===== src/multipole_potential_2d_evaluator_top_macros.svh =====
// Assertion macros used by the evaluator's engine (mpe_back).
`ifndef MULTIPOLE_POTENTIAL_2D_EVALUATOR_TOP_MACROS_SVH
`define MULTIPOLE_POTENTIAL_2D_EVALUATOR_TOP_MACROS_SVH
`ifndef ASSERT_OFF
`define MPE_ASSERT(lbl, prop, msg) \
  lbl: assert property (@(posedge clk) disable iff (!rst_n) (prop)) else $error(msg);
`define MPE_ASSERT_NEXT(lbl, ante, cons, msg) \
  lbl: assert property (@(posedge clk) disable iff (!rst_n) (ante) |=> (cons)) else $error(msg);
`else
`define MPE_ASSERT(lbl, prop, msg)
`define MPE_ASSERT_NEXT(lbl, ante, cons, msg)
`endif
`endif


===== src/mpe_pkg.sv =====
// Shared types, constants and rounding helpers of the multipole evaluator.
package mpe_pkg;

  localparam int FRAC_BITS     = 16;
  localparam int MAX_TERMS_DEF = 16;

  localparam logic signed [24:0] LN2_Q24    = 25'sd11629080;
  localparam logic signed [28:0] INV2PI_Q30 = 29'sd170891319;
  localparam logic signed [63:0] ACC_LIMIT  = 64'sd17179869184;

  localparam logic [1:0] REG_CENTER_X   = 2'd0;
  localparam logic [1:0] REG_CENTER_Y   = 2'd1;
  localparam logic [1:0] REG_TERM_COUNT = 2'd2;

  typedef enum logic {
    OP_WRITE = 1'b0,
    OP_EVAL  = 1'b1
  } op_t;

  // One queue entry: val0/val1 carry the coefficients of a write or the
  // centred point of an evaluation.
  typedef struct packed {
    op_t                op;
    logic [3:0]         idx;
    logic signed [31:0] val0;
    logic signed [31:0] val1;
    logic               dsat;
  } item_t;

  function automatic logic signed [65:0] sx66(input logic signed [63:0] v);
    return {{2{v[63]}}, v};
  endfunction

  // Round half towards plus infinity, then arithmetic shift right.
  function automatic logic signed [65:0] rsh_round(input logic signed [65:0] v,
                                                   input int unsigned sh);
    logic signed [65:0] half;
    half = 66'sd1 <<< (sh - 1);
    return (v + half) >>> sh;
  endfunction

  // Returns {clamped, value}.
  function automatic logic [32:0] clamp32(input logic signed [65:0] v);
    logic [32:0] r;
    if (v > 66'sd2147483647) begin
      r = {1'b1, 32'h7FFF_FFFF};
    end else if (v < -66'sd2147483648) begin
      r = {1'b1, 32'h8000_0000};
    end else begin
      r = {1'b0, v[31:0]};
    end
    return r;
  endfunction

endpackage


===== src/mpe_front.sv =====
// Front end: classifies incoming items and centres evaluation points.
module mpe_front (
  input  logic               in_operation,
  input  logic [3:0]         in_term_index,
  input  logic signed [31:0] in_coef_a,
  input  logic signed [31:0] in_coef_b,
  input  logic signed [31:0] in_point_x,
  input  logic signed [31:0] in_point_y,
  input  logic signed [31:0] center_x,
  input  logic signed [31:0] center_y,
  output mpe_pkg::item_t     item
);

  logic signed [32:0] dx_w;
  logic signed [32:0] dy_w;
  logic [32:0]        dx_c;
  logic [32:0]        dy_c;

  always_comb begin
    dx_w = 33'(in_point_x) - 33'(center_x);
    dy_w = 33'(in_point_y) - 33'(center_y);
    dx_c = mpe_pkg::clamp32(66'(dx_w));
    dy_c = mpe_pkg::clamp32(66'(dy_w));
    item.idx = in_term_index;
    if (in_operation == mpe_pkg::OP_EVAL) begin
      item.op   = mpe_pkg::OP_EVAL;
      item.val0 = dx_c[31:0];
      item.val1 = dy_c[31:0];
      item.dsat = dx_c[32] | dy_c[32];
    end else begin
      item.op   = mpe_pkg::OP_WRITE;
      item.val0 = in_coef_a;
      item.val1 = in_coef_b;
      item.dsat = 1'b0;
    end
  end

endmodule


===== config.mk =====
export PLATFORM = sky130hd
export DESIGN_NAME = mpe_front
export DESIGN_NICKNAME = d
export VERILOG_FILES = /design/src/multipole_potential_2d_evaluator_top_macros.svh /design/src/mpe_pkg.sv /design/src/mpe_front.sv
export SDC_FILE = /design/constraint.sdc
export NUM_CORES = 1
export LEC_CHECK = 0
export ABC_AREA = 1
export BUFFER_PORTS_ARGS = -buffer_cell sky130_fd_sc_hd__buf_2
export CORE_ASPECT_RATIO = 2
export CORE_MARGIN = 2
export CORE_UTILIZATION = 51
export DETAILED_ROUTE_END_ITERATION = 8
export MAX_ROUTING_LAYER = met4
export PLACE_DENSITY_LB_ADDON = 0.15
export SYNTH_ARGS = -nofsm -noshare
export SYNTH_HDL_FRONTEND = slang
export SYNTH_SLANG_ARGS = --single-unit

===== constraint.sdc =====
create_clock -name vclk -period 4.2
set_clock_uncertainty 0.05 [all_clocks]
set_input_delay 1.05 -clock vclk [all_inputs]
set_output_delay 1.05 -clock vclk [all_outputs]
set_load 0.01 [all_outputs]

After elaboration in Yosys (flattened, before gate mapping)
Index checks and enable logic that the tools add are counted.
{"block": "totals", "inputBits": 197, "wordCells": 13, "register_bits": 0, "out_inout_bits": 70}
{"block": "op_classes", "bitwise_logic": 1, "n_lt_le_gt_ge": 4, "n_mux": 6, "n_addsub": 2}
{"cell": "$mux W33", "count": 4}
{"cell": "$gt A33 B32 Y1 const B", "count": 2}
{"cell": "$lt A33 B32 Y1 const B", "count": 2}
{"cell": "$sub A32 B32 Y33", "count": 2}
{"cell": "$mux W65", "count": 1}
{"cell": "$mux W1", "count": 1}
{"cell": "$or A1 B1 Y1", "count": 1}

Logic depth before layout (Yosys ltp)
Gate-level depths: netlist of the first run.
{"block": "depth", "depth_word": 6, "depth_mapped": 20, "mapped_depth_nobuf": 19}

Worst setup path before layout of the first run
Ideal clock, no wire load.
{"block": "synth_path", "path_kind": "input port to output port", "start": "input port in_point_y[0]", "end": "output port item[0] (netlist name)", "required_ns": 3.100, "stages": 19, "arrival_time_ns": 2.885, "n_path_buf": 1, "setup_slack_ns": 0.215, "cell_sequence": "inv_1 -> ha_1 -> fa_1 -> inv_1 -> nand3_1 -> nand2_1 -> nand2_1 -> nand2_1 -> nand2_1 -> nand2_2 -> nand2_2 -> nand2_1 -> nand2_1 -> nand2_1 -> nand2_2 -> buf_6 -> nand2_1 -> nor2_1 -> nor2_1"}
{"element": "start: declaration", "line_no": "mpe_front.sv:8", "source": "input logic signed [31:0] in_point_y,"}
{"element": "end: declaration", "line_no": "mpe_front.sv:11", "source": "output mpe_pkg::item_t item"}

==> impl_metrics.toml, run 1 <==
[floorplan]
ioPinCount = 267
dieArea_um2 = 13100
die_y_um = 160
core_area_um2 = 11800
initial_core_util_pct = 52.5
rows = 56
die_w_um = 81.9

[global_routing]
grt_pass1_wl_um = 35700
grt_usage_pct = 34.6
grt_max_degree = 35
grt_pass1_vias = 8470
overflow = 0
antenna_found_initial = 1

[sta]
finalSetupViolCount = 63
totalNegativeSetupSlack_ns = -4.84
rsz0062_at_grt = "yes"
relSlewSlack_pct = 59.8
max_freq_mhz = 228
fin_crit_ns = 4.39
whs_ns = 2.05
setup_slack_ns = -0.190
post-route-period-util_pct = 105
report.final.slew_viol_count = 0
worst_pin_slew_ns = 0.603
hold_violations = 0

[critical_path]
cp_common_cell = "nand2_1"
crit_path_max_fanout = 6
critPathRequiredTime_ns = 3.10
critPathLaunchType = "input port"
cp-end-kind = "primary output"
critical-path-slowest-cell = "ha_4"
critPathTopFamily = "simple AND/OR/NAND/NOR gates"
crit_cells = 20
crit_type = "input port to primary output"
crit_arrival_ns = 3.29
slowest_delay_ns = 0.27
crit_buf_inv = 5
crit_path_cell_trace = "buf_2 -> inv_1 -> ha_4 -> nand2_2 -> inv_1 -> nand2_1 -> nand2_1 -> a21oi_2 -> nand2_2 -> nand2_2 -> nand2_1 -> nand2_1 -> nand2_2 -> nand2_8 -> clkbuf_16 -> nand2_1 -> nand2_1 -> nand2_1 -> nand2_1 -> buf_6"

[cells_and_area]
clock_buffers = 0
design_area_um2 = 9400
seq_cells = 0
area_delta_synth_final_pct = 52.0
n_fill_cell = 943
layout_common_cells = "599 x nand2_1, 249 x buf_2, 227 x inv_1"
ff_latch_area_um2 = 0
fin_nets = 1918
layout_commonest_cell = "nand2_1"
multi_input_area_um2 = 6050
drive_gt1_share_pct = 35.2

[job]
cap_violations = 0

[min_path]
min_path_cells = 0
hold_path.class = "input port to primary output"

[placement]
dp_hpwl_um = 19500
place_ws_ns = -0.0916
portBuffers = 259
dpl-instance-area_um2 = 7980
gp_congestion = 0.984

[logic_synthesis]
seq_area_frac_synth_pct = 0
yosys-top-cells-area = "nand2_1 43%, inv_1 14%, ha_1 13%"
synth_top_area_share_pct = 43.0
synth.avg_cell_area_um2 = 4.64
synth_top_cell_by_area = "nand2_1"
synthCells = 1333
yosysWarnings = 0
synth_nets = 1596
ys_types = 27
syn_area_um2 = 6180

[power]
combPwrFrac_pct = 100.0
clock_power_share_pct = 0
pwr-share-seq_pct = 0
internal_power_mw = 0.770
swShare_pct = 56.9
worst_ir_drop_vdd_v = 0.000114
power_switching_mw = 1.02
powerDensity_nw_per_um2 = 190
leakagePower_nw = 6.12

[route]
firstDrtPassIters = 5
drc_errors = 0
m1WireLength_um = 8170
drtIter0Drc = 570
avgRoutedWirePerCell_um = 14.8
met3WireLength_um = 1740
totalWireLength_um = 26600
top_layer_used = "met4"
vias = 9385
ant_nets = 0
dr_wl_met2_um = 14300
vias_per_cell = 5.22

[status]
status = "finished, violations left"
violations = "negative setup slack"
==> power by group through the flow <==
stage	combinational (mW)	clock (mW)	sequential (mW)
3_5_place_dp	1.37	0	0
4_1_cts	1.41	0	0
5_1_grt	1.95	0.0000000318	0
3_3_place_gp	1.35	0	0
2_1_floorplan	0.889	0	0
6_report	1.79	0.0000000318	0
==> layout make-up <==
| class | instances | share of cell area, % |
|---|---|---|
| Antenna cell | 1 | 0.0266 |
| Inverter | 239 | 9.59 |
| Multi-Input combinational cell | 1063 | 64.3 |
| Tap cell | 145 | 1.93 |
| Timing Repair Buffer | 351 | 24.1 |
==> cell usage after synthesis, drive strengths merged <==
master    n
o21a      1
or2       1
buf      22
inv     239
o21ai    10
nor3      7
nand3b    3
and3      1
nand2   728
a21o      1
nand3    46
a21oi    59
xnor2     3
clkbuf    9
nor2     91
fa        2
ha       64
nand4     3
o21bai   15
xor2     28
==> kinds of logic (layout without fill, tap and decap cells) <==
kind of cell | Yosys count | count (layout) | synth area share (%)
compound gates | 86 | 86 | 8.07
xor+xnor | 31 | 31 | 4.39
fa+ha+maj | 66 | 66 | 13.6
buf+inv | 270 | 590 | 18.1
other cells | 0 | 1 | 0
simple gates | 880 | 880 | 55.8
==> layer usage <==
| layer | GRT usage (%) | vias up |
|---|---|---|
| met5 | - | - |
| met4 | 21.8 | 0 |
| met3 | 2.99 | 182 |
| met2 | 68.2 | 448 |
| met1 | 28.5 | 4133 |
| li1 | - | 4622 |
==> per-stage QoR <==
stage / instances / utilization, % / total power, mW
2_1_floorplan: 1333 / - / 0.889
3_3_place_gp: 1772 / 67.8 / 1.35
3_5_place_dp: 1772 / 67.8 / 1.37
4_1_cts: 1776 / 69.0 / 1.41
5_1_grt: 1799 / 79.9 / 1.95
6_report: 1799 / 79.9 / 1.79
==> final timing paths <==
| kind | from | endpoint | slack [ns] |
|---|---|---|---|
| worst max-delay path | center_x[13] | item[47] | -0.19 |
| worst min-delay path | in_term_index[1] | item[66] | 2.05 |
==> repair_timing <==
action | 4_1_cts | 5_1_grt
hold buffers | 0 | 0
pin swaps | 6 | 76
setup endpoints to repair | 63 | 63
gates cloned | 1 | 8
buffers inserted | 3 | 14
resized for setup | 26 | 240
Power figures use the tool's default switching activity.
==> inputs of run 2 (changes only) <==
- GPL_ROUTABILITY_DRIVEN: unset -> 0
- GPL_TIMING_DRIVEN: unset -> 0
- clock period: 4.2 -> 4.4 ns (I/O delays scaled with it)
==> run 2 against run 1 <==
Final cell count is 1.5% lower. Clock-buffer cell count stayed put. Critical path depth is 1 higher. The run now ends clean. Worst hold slack better by 0.28 ns.
==> impl_metrics.toml, run 2 (synthesized netlist as in run 1, its figures left out) <==
[route]
ant_nets = 0
totalWireLength_um = 24800
firstDrtPassIters = 8
vias_per_cell = 5.22
drc_errors = 0
drtIter0Drc = 454
vias = 9250
avgRoutedWirePerCell_um = 14.0

[critical_path]
startpoint = "in_point_x[0]"
critPathTopFamily = "simple AND/OR/NAND/NOR gates"
critical-path-slowest-cell = "fa_2"
critPathLaunchType = "input port"
crit_path_max_fanout = 8
crit_type = "input port to primary output"
crit_buf_inv = 5
cp-end-kind = "primary output"
critPathRequiredTime_ns = 3.25
crit_path_cell_trace = "buf_6 -> inv_4 -> ha_4 -> fa_2 -> inv_1 -> nand2_1 -> nand2_1 -> nand3_2 -> nand2_2 -> nand2_2 -> nand2_4 -> nand2_4 -> nand2_4 -> nand2_2 -> nand2_4 -> nand2_8 -> buf_4 -> nand2_1 -> nand2_1 -> nand2_1 -> buf_2"
crit_arrival_ns = 3.23
slowest_delay_ns = 0.35
cp_common_cell = "nand2_1"
crit_cells = 21

[global_routing]
antenna_found_initial = 2
overflow = 0
grt_usage_pct = 33.3
grt_pass1_vias = 8234
grt_max_degree = 11
grt_pass1_wl_um = 34600

[floorplan]
ioPinCount = 267
initial_core_util_pct = 52.5
rows = 56
dieArea_um2 = 13100
die_w_um = 81.9
core_area_um2 = 11800
die_y_um = 160

[sta]
fin_crit_ns = 4.38
max_freq_mhz = 228
relSlewSlack_pct = 55.6
finalSetupViolCount = 0
post-route-period-util_pct = 99.5
rsz0062_at_grt = "yes"
report.final.slew_viol_count = 0
whs_ns = 2.33
worst_pin_slew_ns = 0.666
hold_violations = 0

[power]
powerDensity_nw_per_um2 = 177
leakagePower_nw = 5.90
worst_ir_drop_vdd_v = 0.000115

[cells_and_area]
final_util_pct = 76.3
area_delta_synth_final_pct = 45.2
drive_gt1_share_pct = 32.3
layout_common_cells = "618 x nand2_1, 255 x buf_2, 232 x inv_1"
multi_input_area_um2 = 5910
clock_buffers = 0
layout_commonest_cell = "nand2_1"
n_fill_cell = 1036
seq_cells = 0
fin_nets = 1890
ff_latch_area_um2 = 0

[min_path]
hp-start = "in_term_index[3]"
hold_path.class = "input port to primary output"
min_path_cells = 2

[status]
status = "finished, final reports clean"

[clocking]
cts.hold.buffers_added = 0

[placement]
dp_hpwl_um = 19100
portBuffers = 262

[job]
cap_violations = 0
==> run 2: cell count changes in the layout (fill, tap and decap cells not counted), moves of 6 or more <==
cell / previous run / this run
buf_2: 249 / 255
ha_4: 31 / 20
buf_4: 72 / 26
nand2_2: 107 / 88
ha_2: 11 / 26
clkbuf_1: 0 / 9
nand2_1: 599 / 618
==> run 2: path summary, 6_finish.rpt <==
check	endpoint	slack, ns
max	item[42]	0.02
min	item[68]	2.33
==> run 2: through the flow <==
stage | cell area [um2] | std cells | setup TNS (ns) | worst slack (ns) | total power [mW]
2_1_floorplan | 6180 | 1333 | 0 | 0.315 | 0.849
3_3_place_gp | 7680 | 1740 | -9.26 | -0.221 | 1.22
4_1_cts | 7770 | 1746 | -0.0139 | -0.0139 | 1.27
3_5_place_dp | 7680 | 1740 | -10.16 | -0.234 | 1.24
5_1_grt | 8980 | 1772 | -3.07 | -0.111 | 1.73
6_report | 8980 | 1772 | 0 | 0.0207 | 1.59
==> run 2: routing by layer <==
metal | GRT usage (%) | up-vias | wire [um]
met5 | - | - | 0
met4 | 17.7 | 0 | 1560
met3 | 2.49 | 136 | 1470
met2 | 65.9 | 461 | 13800
met1 | 28.8 | 4094 | 7930
li1 | - | 4559 | -
==> run 2: repair_timing <==
item | in CTS | in global routing
resized for setup | 17 | 230
setup buffers | 6 | 15
setup endpoints to repair | 63 | 64
pin swaps | 5 | 60
cloned | 0 | 9
==> run 2: where the power goes <==
part           switching [mW]    total [mW]  internal (mW)
sequential                  0             0              0
clock                       0  0.0000000608   0.0000000608
combinational           0.922          1.59          0.663
total                   0.922          1.59          0.663
==> run 2: cell type report <==
type | count | area share, %
multi-input combinational | 1063 | 65.8
timing repair buffer | 292 | 19.2
inverter | 239 | 10.0
buffer | 31 | 2.88
tap | 145 | 2.02
antenna | 2 | 0.0557
