$ cat config.mk
export PLATFORM = sky130hd
export DESIGN_NAME = mpe_queue
export DESIGN_NICKNAME = d
export VERILOG_FILES = /design/src/multipole_potential_2d_evaluator_top_macros.svh /design/src/mpe_pkg.sv /design/src/mpe_queue.sv
export SDC_FILE = /design/constraint.sdc
export NUM_CORES = 1
export LEC_CHECK = 0
export BUFFER_PORTS_ARGS = -buffer_cell sky130_fd_sc_hd__buf_4
export CORE_UTILIZATION = 45
export DETAILED_ROUTE_END_ITERATION = 7
export PLACE_DENSITY_LB_ADDON = 0.1
export SLEW_MARGIN = 10
export SYNTH_ARGS = -nofsm -noshare
export SYNTH_HDL_FRONTEND = slang
export SYNTH_SLANG_ARGS = --single-unit
export TNS_END_PERCENT = 100
$ cat constraint.sdc
create_clock -name clk -period 5.8 [get_ports clk]
set_input_delay 1.74 -clock clk [delete_from_list [all_inputs] [get_ports clk]]
set_output_delay 1.74 -clock clk [all_outputs]
set_load 0.1 [all_outputs]
$ cat src/multipole_potential_2d_evaluator_top_macros.svh
// Assertion macros used by the evaluator's engine (mpe_back).
`ifndef MULTIPOLE_POTENTIAL_2D_EVALUATOR_TOP_MACROS_SVH
`define MULTIPOLE_POTENTIAL_2D_EVALUATOR_TOP_MACROS_SVH
`ifndef ASSERT_OFF
`define MPE_ASSERT(lbl, prop, msg) \
  lbl: assert property (@(posedge clk) disable iff (!rst_n) (prop)) else $error(msg);
`define MPE_ASSERT_NEXT(lbl, ante, cons, msg) \
  lbl: assert property (@(posedge clk) disable iff (!rst_n) (ante) |=> (cons)) else $error(msg);
`else
`define MPE_ASSERT(lbl, prop, msg)
`define MPE_ASSERT_NEXT(lbl, ante, cons, msg)
`endif
`endif

$ cat src/mpe_pkg.sv
// Shared types, constants and rounding helpers of the multipole evaluator.
package mpe_pkg;

  localparam int FRAC_BITS     = 16;
  localparam int MAX_TERMS_DEF = 16;

  localparam logic signed [24:0] LN2_Q24    = 25'sd11629080;
  localparam logic signed [28:0] INV2PI_Q30 = 29'sd170891319;
  localparam logic signed [63:0] ACC_LIMIT  = 64'sd17179869184;

  localparam logic [1:0] REG_CENTER_X   = 2'd0;
  localparam logic [1:0] REG_CENTER_Y   = 2'd1;
  localparam logic [1:0] REG_TERM_COUNT = 2'd2;

  typedef enum logic {
    OP_WRITE = 1'b0,
    OP_EVAL  = 1'b1
  } op_t;

  // One queue entry: val0/val1 carry the coefficients of a write or the
  // centred point of an evaluation.
  typedef struct packed {
    op_t                op;
    logic [3:0]         idx;
    logic signed [31:0] val0;
    logic signed [31:0] val1;
    logic               dsat;
  } item_t;

  function automatic logic signed [65:0] sx66(input logic signed [63:0] v);
    return {{2{v[63]}}, v};
  endfunction

  // Round half towards plus infinity, then arithmetic shift right.
  function automatic logic signed [65:0] rsh_round(input logic signed [65:0] v,
                                                   input int unsigned sh);
    logic signed [65:0] half;
    half = 66'sd1 <<< (sh - 1);
    return (v + half) >>> sh;
  endfunction

  // Returns {clamped, value}.
  function automatic logic [32:0] clamp32(input logic signed [65:0] v);
    logic [32:0] r;
    if (v > 66'sd2147483647) begin
      r = {1'b1, 32'h7FFF_FFFF};
    end else if (v < -66'sd2147483648) begin
      r = {1'b1, 32'h8000_0000};
    end else begin
      r = {1'b0, v[31:0]};
    end
    return r;
  endfunction

endpackage

$ cat src/mpe_queue.sv
// Two-entry queue between the front end and the evaluation engine.
module mpe_queue (
  input  logic           clk,
  input  logic           rst_n,
  input  logic           push,
  input  mpe_pkg::item_t wdata,
  output logic           full,
  input  logic           pop,
  output mpe_pkg::item_t rdata,
  output logic           empty
);

  mpe_pkg::item_t mem_r [2];
  logic           wp_r;
  logic           rp_r;
  logic [1:0]     cnt_r;
  logic           do_push;
  logic           do_pop;

  assign full    = (cnt_r == 2'd2);
  assign empty   = (cnt_r == 2'd0);
  assign do_push = push && !full;
  assign do_pop  = pop && !empty;
  assign rdata   = mem_r[rp_r];

  always_ff @(posedge clk) begin
    if (do_push) begin
      mem_r[wp_r] <= wdata;
    end
  end

  always_ff @(posedge clk) begin
    if (!rst_n) begin
      wp_r  <= 1'b0;
      rp_r  <= 1'b0;
      cnt_r <= 2'd0;
    end else begin
      if (do_push) begin
        wp_r <= ~wp_r;
      end
      if (do_pop) begin
        rp_r <= ~rp_r;
      end
      cnt_r <= cnt_r + {1'b0, do_push} - {1'b0, do_pop};
    end
  end

endmodule

Word-level counts from Yosys, hierarchy flattened
Memory sizes are Yosys's and may differ from the RTL's. A register that Yosys moved wholly into a read port is not among the register bits.
Cells that the tools add are included.
Word-level totals
  bits in registers: 4
  RAM bits: 140
  input bits: 74
  output and inout bits: 72
  logic and storage cells: 18
  memories: 1
Operators by class
  add/sub/neg operators: 2
  equal/unequal tests: 1
  muxes and demuxes: 4
  bitwise logic cells: 2
  reduce and logical (&&, ||, !) cells: 5
Memory list
  mem_r: depth 2, bits a word 70, read ports 1, clocked after memory_dff 1, write ports 1, RTL line mpe_queue.sv:13  | mpe_pkg::item_t mem_r [2];
Operators by type and width (count)
  two-way mux 1 bit: 4
  adder 2 x 1 -> 2 bit: 1
  == test 2 bit (second input constant): 1
  logical AND 1 bit: 2
  zero test 1 bit: 2
  zero test 2 bit: 1
  inverter 1 bit: 2
  subtractor 2 x 1 -> 2 bit: 1

Longest topological paths before layout
Gate-level depths: netlist of run 1.
  depth after elaboration: 5
  depth in mapped cells: 8
  gate-level depth less buffers: 8

Least setup slack after synthesis of run 1
Ideal clock, no wire load.
  kind: input to register
  from: input port push
  to: memory mem_r[0][0] in the netlist's numbering, enable pin
  library setup time: 0.498 ns
  arrival time: 4.758 ns
  path slack: 0.544 ns
  stages on the path: 2
  buffers on the path: 0
  path through: nand2_1 nor2_1
On the way
  cells in the longest elaborated chain, start to end: 3
RTL lines
  from (decl): RTL line mpe_queue.sv:5  | input logic push,
  logical AND 1 bit: RTL line mpe_queue.sv:22  | assign do_push = push && !full;
  two-way mux 1 bit: RTL line mpe_queue.sv:27  | if (do_push) begin
  two-way mux 1 bit (not written as such): RTL line mpe_queue.sv:28  | mem_r[wp_r] <= wdata;
  to (decl): RTL line mpe_queue.sv:13
Every way passes these cells.

==> flow_summary.yaml, run 1 <==
outcome:
  outcome: "finished, final reports clean"
clock_network:
  cts_resized: 0
  clockBufferDepth: 2
  cts_root_buf: "clkbuf_16"
  cts_buffers: 17
  post-cts-setup-buffers: 0
  path_clk_slew_ns: 0.05
  cts_hold_buf: 0
  htreeDepth: 4
  tritoncts: "yes"
  clock_sinks: 145
  clock_latency_ns: 0.41
floorplanning:
  dieWidth_microns: 114
  die_area_sq_um: 13000
  fp.dieH_microns: 114
  initial_core_util_pct: 46.6
  io_pins: 146
  num_rows: 40
  coreArea_sq_um: 12100
worst_hold_path:
  worstHoldPathType: "reg2reg"
setup_path:
  crit_type: "reg2out"
  reg2reg_to: "mem_r[0][62]$_DFFE_PP_"
  cp-endpoint: "rdata[9]"
  cp_data_arrival_time_ns: 2.31
  crit_top_cell: "buf_4"
  r2r_cells: 4
  critPathLaunchType: "flip-flop"
  slowest_delay_ns: 0.90
  crit_fanout: 45
  path_cells: "buf_4 > mux2_4 > buf_4"
  r2r_start: "cnt_r[0]$_SDFF_PN0_"
  slowest_stage: "dfxtp_4"
  cp_data_required_time_ns: 4.06
  critPathCaptureType: "output port"
  regToRegSetupSlack_ns: 3.63
global_routing:
  grt_pass1_wl_microns: 13600
  grt_pass1_vias: 2742
  globalRouteOverflowTotal: 0
  grt_usage_pct: 14.8
  antenna_found_initial: 0
  grt_max_degree: 71
synth:
  yosysSeqAreaShare_pct: 76.3
  syn_area_sq_um: 5640
  yosys_warnings: 0
  synth.distinct_cells: 17
  synth.ff_latch_count: 145
  syn_inst: 245
  syn_avg_cell_area_sq_um: 23.0
  syn_nets: 321
sta:
  relSlewSlack_pct: 28.5
  hold_viol: 0
  finClkSkew_ns: 0.00384
  setup_tns_ns: 0
  setup_viol: 0
  period_minus_slack_ns: 4.05
  drv_slew: 0
  final.period_utilization_pct: 69.9
  grt_setup_unrepaired: "no"
  fmax_ghz: 0.247
  tightest_slew_ns: 1.07
placed_design:
  dp.final_hpwl_microns: 5690
  io_buffers: 145
  place_congestion: 0.687
final_layout:
  n_antenna_cell: 0
  fillers: 915
  area_delta_synth_final_pct: 30.8
  multi_input_area_sq_um: 1190
  final_cell_mix: "147 x buf_4, 140 x edfxtp_1, 70 x mux2_4"
  regArea_sq_um: 4310
  drive_gt1_share_pct: 58.0
  nets: 480
  final_common_cell: "buf_4"
detailed_routing:
  wl_microns: 9220
  drc: 0
  first_iter_violations: 58
  vias_per_cell: 4.61
  dr.pass1.iters: 6
  ant_nets: 0
  num_vias: 2698
  wire_per_inst_microns: 15.8
run:
  maxCapViolations: 0
[synthesized netlist by cell type]
cell type  number  share of area (%)
edfxtp_1      140                 75
mux2_4         70                 19
buf_12          7                2.5
dfxtp_1         5                1.8
nor2_1          5               0.33
inv_1           3               0.20
and2_1          2               0.22
ha_1            2               0.44
nand2_1         2               0.13
nand2b_1        2               0.22
and3_1          1               0.11
buf_6           1               0.20
mux2i_1         1               0.18
nor3_1          1              0.089
o21a_1          1               0.13
xnor2_1         1               0.16
xor2_1          1               0.16
[per-layer routing]
metal | up-vias | track usage, % | part of all wire (%)
met5 | - | 0 | 0
met4 | 0 | 8.57 | 2.5
met3 | 18 | 6.85 | 7.7
met2 | 104 | 23.0 | 48
met1 | 1297 | 16.9 | 41
li1 | 1279 | - | -
[through the flow]
| stage | worst slack, ns | util [%] | cell area (sq um) | hold slack (ns) | instances |
|---|---|---|---|---|---|
| after floorplan | 0.544 | - | 5640 | 0.455 | 245 |
| after global placement | 2.13 | 56.5 | 6840 | 0.495 | 553 |
| after detailed placement | 2.10 | 56.5 | 6840 | 0.502 | 553 |
| after CTS | 1.65 | 60.9 | 7380 | 0.523 | 585 |
| after global routing | 1.59 | 60.9 | 7380 | 0.562 | 585 |
| final | 1.75 | 60.9 | 7380 | 0.524 | 585 |
[flip-flops by register name, indices dropped and copies added (netlist names), named ones only]
name,count
rp_r,1
mem_r,140
cnt_r,2
wp_r,1
[cell type report]
class,count,area share [%]
sequential,145,58.4
multi-input combinational,89,16.1
timing repair buffer,148,15.2
clock buffer,22,6.02
tap,168,2.85
clock inverter,10,1.26
inverter,3,0.153
[cell families after synthesis]
kind of cell / after synthesis / share of synthesized area [%]
compound gates: 1 / 0.133
xor+xnor: 2 / 0.311
buf+inv: 11 / 2.88
flops: 145 / 76.3
simple gates: 13 / 1.11
mux: 71 / 18.8
fa+ha+maj: 2 / 0.444
[worst min path at each step]
stage | from | endpoint | slack (ns) | depth (start not counted)
global placement | rp_r$_SDFFE_PN0P_ | rp_r$_SDFFE_PN0P_ | 0.50 | 2
CTS | rp_r$_SDFFE_PN0P_ | flip-flop | 0.52 | 2
floorplan | wp_r$_SDFFE_PN0P_ | wp_r$_SDFFE_PN0P_ | 0.45 | 2
global route | wp_r$_SDFFE_PN0P_ | wp_r$_SDFFE_PN0P_ | 0.56 | 2
finish | rp_r$_SDFFE_PN0P_ | flip-flop | 0.52 | 2
detailed placement | rp_r$_SDFFE_PN0P_ | flip-flop | 0.50 | 2
[worst max-delay path: cells and delay by family (launching register included)]
kind / cells / cell delay (ns)
buf+inv: 2 / 0.65
mux: 1 / 0.33
flops: 1 / 0.90
Power of run 1 is left out: the tool's default activity adds up to more than one toggle a clock period on the data nets, which glitch-free logic cannot reach.
==> run 2, diff against run 1 <==
Clock period 5.8 ns to 3.3 ns, I/O delays scaled along.
==> flow_summary.yaml, run 2 (synthesis gave the netlist of run 1 again) <==
floorplanning:
  io_pins: 146
  fp.dieH_microns: 114
  num_rows: 40
  coreArea_sq_um: 12100
  dieWidth_microns: 114
  initial_core_util_pct: 46.6
  die_area_sq_um: 13000
run:
  maxCapViolations: 0
placed_design:
  place_congestion: 0.689
  io_buffers: 145
  dp.final_hpwl_microns: 6120
clock_network:
  tritoncts: "yes"
  cts_resized: 0
  cts_root_buf: "clkbuf_16"
  post-cts-setup-buffers: 0
  clockBufferDepth: 2
  htreeDepth: 4
  cts_buffers: 17
  clock_latency_ns: 0.41
  path_clk_slew_ns: 0.05
  cts_hold_buf: 0
  clock_sinks: 145
setup_path:
  critPathLaunchType: "flip-flop"
  crit_fanout: 38
  critPathCaptureType: "output port"
  r2r_cells: 4
  r2r_start: "cnt_r[0]$_SDFF_PN0_"
  crit_type: "reg2out"
  reg2reg_to: "mem_r[0][25]$_DFFE_PP_"
  path_cells: "buf_12 > mux2_4 > buf_4"
  cp_data_required_time_ns: 2.31
  regToRegSetupSlack_ns: 1.54
  slowest_stage: "dfxtp_4"
  slowest_delay_ns: 0.56
  cp_data_arrival_time_ns: 1.92
global_routing:
  grt_max_degree: 51
  grt_pass1_wl_microns: 14300
  globalRouteOverflowTotal: 0
  antenna_found_initial: 0
  grt_usage_pct: 15.7
  grt_pass1_vias: 2887
final_layout:
  reg_top3: "mem_r: 140 flops, cnt_r: 2 flops"
  final_common_cell: "buf_4"
  final_cell_mix: "149 x buf_4, 140 x edfxtp_1, 70 x mux2_4"
  area_delta_synth_final_pct: 30.5
  largest_register_ffs: 140
  n_antenna_cell: 0
  nets: 483
  drive_gt1_share_pct: 58.3
  regMostFlops: "mem_r"
sta:
  tightest_slew_ns: 0.705
  final.period_utilization_pct: 88.2
  relSlewSlack_pct: 53.0
  setup_viol: 0
  hold_viol: 0
  finClkSkew_ns: 0.00519
  grt_setup_unrepaired: "no"
  setup_tns_ns: 0
  period_minus_slack_ns: 2.91
  fmax_ghz: 0.344
  drv_slew: 0
detailed_routing:
  ant_nets: 0
  wire_per_inst_microns: 16.2
  vias_per_cell: 4.63
  first_iter_violations: 143
  num_vias: 2720
  drc: 0
  dr.pass1.iters: 4
  wl_microns: 9510
worst_hold_path:
  worstHoldEndpoint: "wp_r$_SDFFE_PN0P_"
  whs_path_depth: 2
  worstHoldPathType: "reg2reg"
  min_from: "wp_r$_SDFFE_PN0P_"
outcome:
  outcome: "finished, final reports clean"
run 2: through the flow:
| stage | std cells | hold slack (ns) | utilization (%) | cell area, sq um | setup WS (ns) |
|---|---|---|---|---|---|
| after global routing | 588 | 0.570 | 60.8 | 7360 | 0.312 |
| after global placement | 556 | 0.498 | 56.8 | 6870 | 0.805 |
| after CTS | 588 | 0.530 | 60.8 | 7360 | 0.338 |
| after floorplan | 245 | 0.481 | - | 5650 | 0.184 |
| after detailed placement | 556 | 0.521 | 56.8 | 6870 | 0.791 |
| final | 588 | 0.526 | 60.8 | 7360 | 0.391 |
run 2: final cells by class:
class / count / area, sq um
fillers: 929 / 4750
flip-flops and latches: 145 / 4310
multi-input cells: 89 / 1190
repair buffers: 151 / 1160
clock buffers: 20 / 437
well taps: 168 / 210
clock inverters: 12 / 50.0
inverters: 3 / 11.3
run 2: worst max-delay path by stage:
| stage | startpoint | endpoint | cells past startpoint |
|---|---|---|---|
| 3_3_place_gp | flip-flop | rdata[61] | 3 |
| 3_5_place_dp | flip-flop | rdata[61] | 3 |
| 4_1_cts | flip-flop | rdata[61] | 3 |
| 5_1_grt | flip-flop | rdata[61] | 3 |
| 6_report | flip-flop | rdata[67] | 3 |
| 2_1_floorplan | push | mem_r[1][0]$_DFFE_PP_ | 1 |
run 2: metal layers:
metal	routed length [microns]	vias up	track usage (%)
li1	-	1286	-
met1	3890	1330	17.6
met2	4880	94	25.9
met3	580	10	6.06
met4	157	0	8.48
met5	0	-	0
run 2: critical path: cells and delay by family, from the launching register on:
kind,cells,cell delay [ns]
buf+inv,2,0.56
mux,1,0.34
flops,1,0.56
Power of run 2 is left out for the same reason.
==> run 3, diff against run 2 <==
Settings changed: ABC_AREA from default to 1.
==> flow_summary.yaml, run 3 <==
sta:
  period_minus_slack_ns: 2.84
  setup_tns_ns: 0
  finalWorstSetupSlack_ns: 0.458
  setup_viol: 0
  grt_setup_unrepaired: "no"
  drv_slew: 0
  tightest_slew_ns: 0.569
  finClkSkew_ns: 0.00368
  relSlewSlack_pct: 62.0
  fin_hold_ws_ns: 0.508
  fmax_ghz: 0.352
  final.period_utilization_pct: 86.1
  hold_viol: 0
clock_network:
  cts_resized: 0
  clockBufferDepth: 2
  clock_latency_ns: 0.40
  post-cts-setup-buffers: 0
  tritoncts: "yes"
  htreeDepth: 4
  path_clk_slew_ns: 0.05
  cts_hold_buf: 0
  clock_sinks: 145
  cts_root_buf: "clkbuf_16"
  cts_buffers: 17
pwr:
  irDropWorstVdd_mv: 0.583
  p_leak_nw: 3.01
  power_frac_comb_pct: 43.7
  net-switching-power_mw: 3.31
  power.density_nw_per_um2: 1040
  clkPwrFrac_pct: 25.2
  report.power.total_mw: 7.88
  power.internal_mw: 4.57
  seq_power_share_pct: 31.0
  swShare_pct: 42.0
synth:
  yosysSeqAreaShare_pct: 76.1
  synth_xor_area_share_pct: 0
  syn_avg_cell_area_sq_um: 22.1
  synth_compound_area_share_pct: 0.177
  synth_edf_count: 140
  yosys.area.top_type: "edfxtp_1"
  synth-async-reset-ratio_pct: 0
  synth_top_family_by_area: "multiplexers"
  synth.ff_latch_count: 145
  synth.area.mux_share_pct: 18.6
  syn_nets: 332
  netlist_top_cells_area: "edfxtp_1 74%, mux2_4 19%, buf_12 2.5%, dfxtp_1 1.8%, inv_1 0.60%"
  synthFlopType: "edfxtp_1"
  yosys_warnings: 0
  synth.distinct_cells: 11
  synth_adder_area_share_pct: 0.443
  synth_top_area_share_pct: 74.4
  synth-simple-area-share_pct: 1.39
  synth.most_common_cell: "edfxtp_1"
  syn_area_sq_um: 5650
  synth_common_cells: "140 x edfxtp_1, 70 x mux2_4, 9 x inv_1, 9 x nand2_1, 8 x nor2_1"
  syn_inst: 256
setup_path:
  critPathLaunchType: "flip-flop"
  cp_data_required_time_ns: 2.31
  crit_type: "reg2out"
  critPathCaptureType: "output port"
  crit_fanout: 28
  cp_data_arrival_time_ns: 1.85
detailed_routing:
  wire_per_inst_microns: 15.7
  dr.pass1.iters: 4
  wl_microns: 9390
  vias_per_cell: 4.61
  first_iter_violations: 120
  ant_nets: 0
  drc: 0
  num_vias: 2762
placed_design:
  pre_cts_slack_ns: 0.861
  io_buffers: 145
  place_congestion: 0.647
  dp.final_hpwl_microns: 6260
  place_area_sq_um: 6920
floorplanning:
  die_area_sq_um: 13000
  coreArea_sq_um: 12100
  io_pins: 146
  initial_core_util_pct: 46.7
  fp.dieH_microns: 114
  dieWidth_microns: 114
  num_rows: 40
run:
  maxCapViolations: 0
final_layout:
  area_delta_synth_final_pct: 33.4
  final_cell_mix: "146 x buf_4, 140 x edfxtp_1, 70 x mux2_4"
  drive_gt1_share_pct: 58.5
  nets: 494
  n_antenna_cell: 0
  final_common_cell: "buf_4"
  largest_register_ffs: 140
  final_cell_area_sq_um: 7540
  regMostFlops: "mem_r"
  fillers: 920
  reg_top3: "mem_r: 140 flops, cnt_r: 2 flops"
global_routing:
  antenna_found_initial: 0
  grt_pass1_vias: 2884
  grt_pass1_wl_microns: 14400
  globalRouteOverflowTotal: 0
  grt_usage_pct: 15.4
  grt_max_degree: 41
outcome:
  outcome: "finished, final reports clean"
worst_hold_path:
  worstHoldPathType: "reg2reg"
[run 3: cell types whose count changed after synthesis, moves of 2 or more]
| cell | delta |
|---|---|
| nand2b_1 | -2 |
| nand2_1 | +7 |
| a21oi_1 | +2 |
| nor2_1 | +3 |
| nand3_1 | +3 |
| and2_1 | -2 |
| inv_1 | +6 |
[run 3: cells by family (layout without fill, tap and decap cells)]
kind of cell,after synthesis,count (layout)
AO/OA/AOI/OAI,2,2
adder cells (fa/ha/maj),2,2
buffers and inverters,17,192
flip-flops,145,145
multiplexers,70,70
AND/OR/NAND/NOR,20,20
[run 3: worst paths after layout]
path              cells past startpoint                     end  slack [ns]                 from
hold / removal                        2       rp_r$_SDFFE_PN0P_        0.51    rp_r$_SDFFE_PN0P_
setup reg to reg                      5  mem_r[0][27]$_DFFE_PP_        1.57  cnt_r[0]$_SDFF_PN0_
setup / recovery                      3               rdata[26]        0.46            flip-flop
hold reg to reg                       2       rp_r$_SDFFE_PN0P_        0.51    rp_r$_SDFFE_PN0P_
[run 3: layer usage]
layer  vias up  track usage [%]  part of all wire [%]
met1      1338             18.3                    41
met5         -                0                     0
met4         0             7.53                   1.5
li1       1317                -                     -
met2        95             25.4                    52
met3        12             5.03                   5.6
[run 3: worst max-delay path: stages (launching register included)]
cell	delay [ns]
dfxtp_4	0.57
buf_12	0.28
mux2_4	0.33
buf_4	0.23
[run 3: cell type report]
class / count / area (sq um) / area share (%)
Sequential cell: 145 / 4310 / 57.1
Multi-Input combinational cell: 94 / 1170 / 15.5
Clock inverter: 14 / 194 / 2.57
Tap cell: 168 / 210 / 2.79
Inverter: 9 / 33.8 / 0.448
Timing Repair Buffer: 151 / 1200 / 15.9
Clock buffer: 18 / 429 / 5.69
[run 3: stage by stage]
step,util [%],instances
3_5_place_dp,57.1,567
4_1_cts,62.3,599
6_report,62.3,599
3_3_place_gp,57.1,567
2_1_floorplan,-,256
5_1_grt,62.3,599
[run 3: power by group through the flow]
stage	sequential (mW)	clock, mW	combinational (mW)
after global routing	2.48	2.10	3.56
after floorplan	2.43	0	2.95
final	2.44	1.99	3.44
after global placement	2.47	0	3.45
after CTS	2.45	2.03	3.48
after detailed placement	2.49	0	3.47
Power figures use the tool's default switching activity.
